==> src/dqlc_pkg.sv <==
// Shared types, codes and constants for the dual quadrature limit counter.
// No dependencies; imported by every module of the block.
`default_nettype none

package dqlc_pkg;

  typedef logic [1:0] phase_t;

  // Signed two-bit step codes
  localparam logic [1:0] STEP_NONE = 2'b00;
  localparam logic [1:0] STEP_UP   = 2'b01;
  localparam logic [1:0] STEP_DN   = 2'b11;

  // Register indexes on the configuration port
  localparam logic CFG_MIN = 1'b0;
  localparam logic CFG_MAX = 1'b1;

  // Reset values of limits and counts, truncated to the count width on use
  localparam int unsigned RESET_MIN   = 1;
  localparam int unsigned RESET_MAX   = 400;
  localparam int unsigned RESET_COUNT = 1;

  localparam phase_t PHASE_RESET = 2'b00;

  typedef struct packed {
    logic [1:0] step;
    logic       moved;
  } dec_t;

  // Next phase in the counting-up order 0 -> 1 -> 3 -> 2 -> 0
  function automatic phase_t up_next(input phase_t p);
    phase_t n;
    case (p)
      2'd0:    n = 2'd1;
      2'd1:    n = 2'd3;
      2'd3:    n = 2'd2;
      default: n = 2'd0;
    endcase
    return n;
  endfunction

endpackage

`default_nettype wire

==> src/dqlc_decode.sv <==
// x4 quadrature phase decoder: old phase and new pin phase to step and moved flag.
// Depends on dqlc_pkg.
`default_nettype none

module dqlc_decode (
  input  wire  dqlc_pkg::phase_t old_phase,
  input  wire  dqlc_pkg::phase_t new_phase,
  output dqlc_pkg::dec_t         dec
);
  import dqlc_pkg::*;

  always_comb begin
    dec.moved = (new_phase != old_phase);
    dec.step  = STEP_NONE;
    if (dec.moved) begin
      if (up_next(old_phase) == new_phase) begin
        dec.step = STEP_UP;
      end else if (up_next(new_phase) == old_phase) begin
        dec.step = STEP_DN;
      end
      // both pins changed: no step
    end
  end

endmodule

`default_nettype wire

==> src/dqlc_sat.sv <==
// Count update: applies the step and clamps into [floor, ceiling], ceiling first.
// Depends on dqlc_pkg.
`default_nettype none

module dqlc_sat #(
  parameter int COUNT_BITS = 12
) (
  input  wire [COUNT_BITS-1:0] value,
  input  wire [1:0]            step,
  input  wire [COUNT_BITS-1:0] cnt_min,
  input  wire [COUNT_BITS-1:0] cnt_max,
  output logic [COUNT_BITS-1:0] value_nxt
);
  import dqlc_pkg::*;

  localparam int SW = COUNT_BITS + 2;

  logic signed [SW-1:0] sum;
  logic signed [SW-1:0] lo;
  logic signed [SW-1:0] hi;

  always_comb begin
    sum = $signed({2'b00, value}) + $signed({{COUNT_BITS{step[1]}}, step});
    lo  = $signed({2'b00, cnt_min});
    hi  = $signed({2'b00, cnt_max});
    if (sum > hi) begin
      value_nxt = cnt_max;
    end else if (sum < lo) begin
      value_nxt = cnt_min;
    end else begin
      value_nxt = sum[COUNT_BITS-1:0];
    end
  end

endmodule

`default_nettype wire

==> src/dual_quadrature_limit_counter.sv <==
// Dual-bank x4 quadrature decoder with saturating counts, top level.
// Depends on dqlc_pkg, dqlc_decode and dqlc_sat.
//
// Usage:
//   in_*  : one pin sample per word; tdata = {pin_b, pin_a}, tuser = bank select
//           (0 local, 1 remote). Only the selected bank's phase and count move.
//   out_* : one word per sample: both counts after the sample, the step and
//           the moved flag.
//   cfg_* : index 0 writes the floor, index 1 the ceiling; write when idle.
// Timing:
//   A word held in the input register is decoded and applied to the bank
//   state as its result word is registered; one word per cycle sustained
//   while results are taken, set by the combinational decode and clamp.
// Reset:
//   Phases 0, counts 1, floor 1, ceiling 400 (truncated to COUNT_BITS);
//   both channels empty.
// Stall:
//   A held result keeps the bank state frozen; the input register still
//   takes one word, then in_tready drops until the result is taken.
`default_nettype none

module dual_quadrature_limit_counter #(
  parameter int COUNT_BITS = 12
) (
  input  wire                     clk,
  input  wire                     rst_n,
  input  wire                     in_tvalid,
  output logic                    in_tready,
  input  wire [7:0]               in_tdata,   // [0] pin_a, [1] pin_b, rest zero
  input  wire                     in_tuser,   // [0] bank_select
  output logic                    out_tvalid,
  input  wire                     out_tready,
  // from bit 0: local_count, remote_count, step_dir, moved, zero fill
  output logic [((2*COUNT_BITS+3+7)/8)*8-1:0] out_tdata,
  input  wire                     cfg_we,
  input  wire                     cfg_index,
  input  wire [COUNT_BITS-1:0]    cfg_wdata
);
  import dqlc_pkg::*;

  localparam int OUT_W = ((2*COUNT_BITS+3+7)/8)*8;
  localparam int PAY_W = 2*COUNT_BITS+3;

  logic                  s1_valid_r;
  phase_t                s1_pins_r;
  logic                  s1_bank_r;
  logic                  adv;

  phase_t                local_phase_r, remote_phase_r;
  logic [COUNT_BITS-1:0] local_r, remote_r, local_nxt, remote_nxt;
  logic [COUNT_BITS-1:0] min_r, max_r;
  logic [1:0]            step_r;
  logic                  moved_r;

  phase_t                old_phase;
  logic [COUNT_BITS-1:0] old_value, new_value;
  dec_t                  dec;

  assign adv       = s1_valid_r && (!out_tvalid || out_tready);
  assign in_tready = !s1_valid_r || adv;

  assign old_phase = s1_bank_r ? remote_phase_r : local_phase_r;
  assign old_value = s1_bank_r ? remote_r : local_r;

  dqlc_decode u_decode (
    .old_phase (old_phase),
    .new_phase (s1_pins_r),
    .dec       (dec)
  );

  dqlc_sat #(.COUNT_BITS(COUNT_BITS)) u_sat (
    .value     (old_value),
    .step      (dec.step),
    .cnt_min   (min_r),
    .cnt_max   (max_r),
    .value_nxt (new_value)
  );

  assign local_nxt  = (adv && !s1_bank_r) ? new_value : local_r;
  assign remote_nxt = (adv &&  s1_bank_r) ? new_value : remote_r;

  always_ff @(posedge clk) begin
    if (!rst_n) begin
      s1_valid_r     <= 1'b0;
      out_tvalid     <= 1'b0;
      local_phase_r  <= PHASE_RESET;
      remote_phase_r <= PHASE_RESET;
      local_r        <= COUNT_BITS'(RESET_COUNT);
      remote_r       <= COUNT_BITS'(RESET_COUNT);
      min_r          <= COUNT_BITS'(RESET_MIN);
      max_r          <= COUNT_BITS'(RESET_MAX);
    end else begin
      if (in_tready) begin
        s1_valid_r <= in_tvalid;
      end
      if (adv) begin
        out_tvalid <= 1'b1;
      end else if (out_tready) begin
        out_tvalid <= 1'b0;
      end
      if (adv && !s1_bank_r) begin
        local_phase_r <= s1_pins_r;
      end
      if (adv && s1_bank_r) begin
        remote_phase_r <= s1_pins_r;
      end
      local_r  <= local_nxt;
      remote_r <= remote_nxt;
      if (cfg_we) begin
        case (cfg_index)
          CFG_MIN: min_r <= cfg_wdata;
          CFG_MAX: max_r <= cfg_wdata;
          default: ;
        endcase
      end
    end
  end

  // Payload registers
  always_ff @(posedge clk) begin
    if (in_tready && in_tvalid) begin
      s1_pins_r <= in_tdata[1:0];
      s1_bank_r <= in_tuser;
    end
    if (adv) begin
      step_r  <= dec.step;
      moved_r <= dec.moved;
    end
  end

  assign out_tdata = {{(OUT_W-PAY_W){1'b0}}, moved_r, step_r, remote_r, local_r};

`ifndef NO_ASSERTIONS
  // an inverted window may leave the count on the floor, above the ceiling
  a_local_clamped: assert property (@(posedge clk) disable iff (!rst_n)
    adv && !s1_bank_r |=> (local_r <= max_r) || (local_r == min_r))
    else $error("local count above ceiling after update");

  a_remote_held: assert property (@(posedge clk) disable iff (!rst_n)
    adv && s1_bank_r |=> local_r == $past(local_r))
    else $error("local count changed on remote word");

  a_step_needs_move: assert property (@(posedge clk) disable iff (!rst_n)
    out_tvalid && !moved_r |-> step_r == STEP_NONE)
    else $error("step without phase change");
`endif

endmodule

`default_nettype wire

==> config.mk <==
export PLATFORM = sky130hd
export DESIGN_NAME = dual_quadrature_limit_counter
export DESIGN_NICKNAME = d
export VERILOG_FILES = /design/src/dqlc_pkg.sv /design/src/dqlc_decode.sv /design/src/dqlc_sat.sv /design/src/dual_quadrature_limit_counter.sv
export SDC_FILE = /design/constraint.sdc
export NUM_CORES = 1
export LEC_CHECK = 0
export BUFFER_PORTS_ARGS = -buffer_cell sky130_fd_sc_hd__buf_2
export CORE_AREA = 2 2 98 100
export CTS_CLUSTER_DIAMETER = 120
export DETAILED_ROUTE_END_ITERATION = 6
export DIE_AREA = 0 0 100 102
export GPL_TIMING_DRIVEN = 0
export PLACE_DENSITY = 0.79
export SETUP_SLACK_MARGIN = 0.15
export SYNTH_ARGS = -nofsm -noshare
export SYNTH_HDL_FRONTEND = slang
export SYNTH_SLANG_ARGS = --single-unit
==> constraint.sdc <==
create_clock -name clk -period 4.26 [get_ports clk]
set_input_delay 0.426 -clock clk [delete_from_list [all_inputs] [get_ports clk]]
set_output_delay 0.426 -clock clk [all_outputs]
set_load 0.01 [all_outputs]
==> metrics.yaml <==
run_status: "finished, violations left"
violations: "setup timing"
vias: 4084
p_leak_uw: 0.00223
clockBufferDepth: 2
grt_pass1_vias: 4085
cp.buffers_inverters: 6
grt.total_usage: 0.249
finClkSkew_ps: 11.5
layout_common_cells: "nand2_1 (66), dfxtp_1 (54), buf_2 (48)"
cts_tree: "done"
area_delta_synth_final_pct: 30.5
setup.worst_path.start_class: "register"
crit_path_max_fanout: 11
critPathKind: "register to register"
dr_wl_met2_mm: 6.39
tns_ps: -9680
finalCriticalPeriod_ps: 4730
die_w_um: 100
antenna_found_initial: 0
routed_wl_mm: 13.1
hpwl_mm: 8.85
final_common_cell: "nand2_1"
setup_viol: 24
synthFlopType: "dfxtp_1"
power_uw: 1860
setup_slack_ps: -473
wl_met3_mm: 1.13
numCtsBuffers: 9
io_pins: 61
drtPass1Iterations: 5
crit_required_ps: 4520
period_share: 1.11
yosys_warnings: 0
min-delay-path-class: "primary input to register"
synth_edf_count: 6
path_clk_slew_ps: 80
finalMaxSlewViolations: 0
rsz0062_at_grt: "true"
port_buffers: 48
slew-limit-headroom: 0.579
hold_slack_ps: 248
ant_nets: 0
grt-ovfl-total: 0
clock.fmax_mhz: 211
viasPerCell: 6.02
critPathCaptureType: "register"
initial_core_util: 0.447
top_layer_used: "met4"
diodes: 0
m1WireLength_mm: 4.94
tightest_slew_ps: 632
drive_gt1_frac: 0.319
cpLargestDelayFamily: "compound AO/OA/AOI/OAI gates"
grt_max_degree: 12
crit_arrival_ps: 4990
netlist_area_mm2: 0.00407
root_buffer: "clkbuf_8"
std_cell_rows: 35
coreArea_mm2: 0.00911
worstSkewPairLatency_ps: 350
fin_cells: 678
critPathSlowestCell: "ha_1"
hold_viol: 0
max_stage_delay_ps: 490
avgSynthCellArea_um2: 8.59
synthCells: 474
async_reset_ff_frac: 0
final_util: 0.583
cap_violations: 0
die_h_um: 102
peakVddDrop_uv: 215
first_iter_violations: 429
crit_top_cell: "buf_6"
die_area_mm2: 0.0102
globalplace.congestion: 1.00
yosysUniqueCellTypes: 59
cts_num_sinks: 60
cts_max_level: 3
route.detailed.drc: 0
ys_ff_latch: 60
ys_seq_area_frac: 0.310
dp_cells: 637
fin_nets: 626
grt_pass1_wl_mm: 19.9
detail_route.wl_per_cell_um: 19.3
worstPathCellList: "buf_6 -> mux2i_4 -> xor2_2 -> nand2_2 -> clkinvlp_4 -> buf_12 -> ha_1 -> nand3_1 -> nor2_1 -> a221oi_4 -> buf_4 -> xnor2_2 -> ha_1 -> a21oi_1 -> o21ai_1 -> a31oi_1 -> o31ai_2 -> a22oi_4 -> buf_6 -> a21o_1 -> buf_6 -> nand4_1 -> o211ai_1"
p_per_area_mw_per_mm2: 350
==> power by group <==
part	switching (µW)	internal, µW	leakage [µW]	total [µW]
clock	244	386	0.000115	630
sequential	23.6	596	0.000497	620
combinational	344	268	0.00162	612
total	611	1250	0.00223	1860
==> per-layer routing <==
layer,vias up,global-route usage
met1,1913,0.289
met5,-,0
li1,1876,-
met4,0,0.111
met3,63,0.0499
met2,232,0.447
==> state kept, by name (all words and copies together) (netlist names) <==
signal          cells
local_r            12
local_phase_r       2
step_r              2
max_r              12
s1_pins_r           2
remote_phase_r      2
remote_r           12
s1_valid_r          1
moved_r             1
min_r              12
out_tvalid          1
s1_bank_r           1
==> layout make-up <==
type | count | area [µm²]
Buffer | 34 | 191
Clock buffer | 9 | 124
Clock inverter | 7 | 115
Inverter | 31 | 120
Timing Repair Buffer | 74 | 464
Fill cell | 755 | 3790
Multi-Input combinational cell | 352 | 2900
Sequential cell | 60 | 1260
Tap cell | 111 | 139
==> worst paths after layout <==
| check | from | to | slack (ps) | cells past startpoint |
|---|---|---|---|---|
| worst max-delay path | s1_bank_r | local_r[4] | -470 | 23 |
| worst min-delay path | in_tdata[0] | s1_pins_r[0] | 250 | 1 |
| worst max register to register | s1_bank_r | local_r[4] | -470 | 23 |
| worst min register to register | local_phase_r[0] | local_phase_r[0] | 510 | 2 |
==> worst register-to-register path, stage by stage (launching register included) <==
cell and delay (ps):
edfxtp_1 380, buf_6 150, mux2i_4 210, xor2_2 210, nand2_2 120, clkinvlp_4 120, buf_12 170, ha_1 490
nand3_1 170, nor2_1 210, a221oi_4 110, buf_4 160, xnor2_2 310, ha_1 330, a21oi_1 220, o21ai_1 110
a31oi_1 170, o31ai_2 110, a22oi_4 190, buf_6 140, a21o_1 140, buf_6 140, nand4_1 130, o211ai_1 140
==> logic make-up after synthesis <==
family / share of synthesized area
adders and majority gates: 0.116
DFF: 0.310
other: 0.000921
buffers and inverters: 0.0734
xor gates and xnor gates: 0.0402
and+or+nand+nor: 0.197
AOI/OAI and AO/OA: 0.202
muxes: 0.0614
==> repair_timing <==
item / 4_1_cts / 5_1_grt
cloned: 0 / 0
hold buffers: 0 / 0
endpoints found under the setup margin: 24 / 24
buffers inserted: 17 / 9
pin swaps: 24 / 21
resized for setup: 34 / 23
==> cells in the mapped netlist (5+ instances only) <==
| master | number | area share |
|---|---|---|
| edfxtp_1 | 6 | 0.044 |
| xnor2_1 | 10 | 0.022 |
| a21o_1 | 10 | 0.018 |
| mux2_2 | 12 | 0.033 |
| buf_4 | 7 | 0.013 |
| mux2i_1 | 7 | 0.017 |
| ha_1 | 36 | 0.11 |
| o211ai_1 | 22 | 0.041 |
| nand4_1 | 23 | 0.035 |
| inv_1 | 31 | 0.029 |
| nand2_1 | 67 | 0.062 |
| and3_1 | 6 | 0.0092 |
| nor2_1 | 10 | 0.0092 |
| clkbuf_1 | 22 | 0.020 |
| a21boi_0 | 24 | 0.044 |
| o21ai_0 | 12 | 0.015 |
| xor2_1 | 5 | 0.011 |
| nand3_1 | 24 | 0.029 |
| a21oi_1 | 16 | 0.020 |
| dfxtp_1 | 54 | 0.27 |
==> per-stage QoR <==
step	worst slack [ps]	area (µm²)
after global placement	-778	4560
final	-473	5310
after detailed placement	-874	4560
after floorplan	-12.7	4180
after global routing	-581	5310
after CTS	-329	5130
No activity file was read; power rests on OpenSTA's default activity.
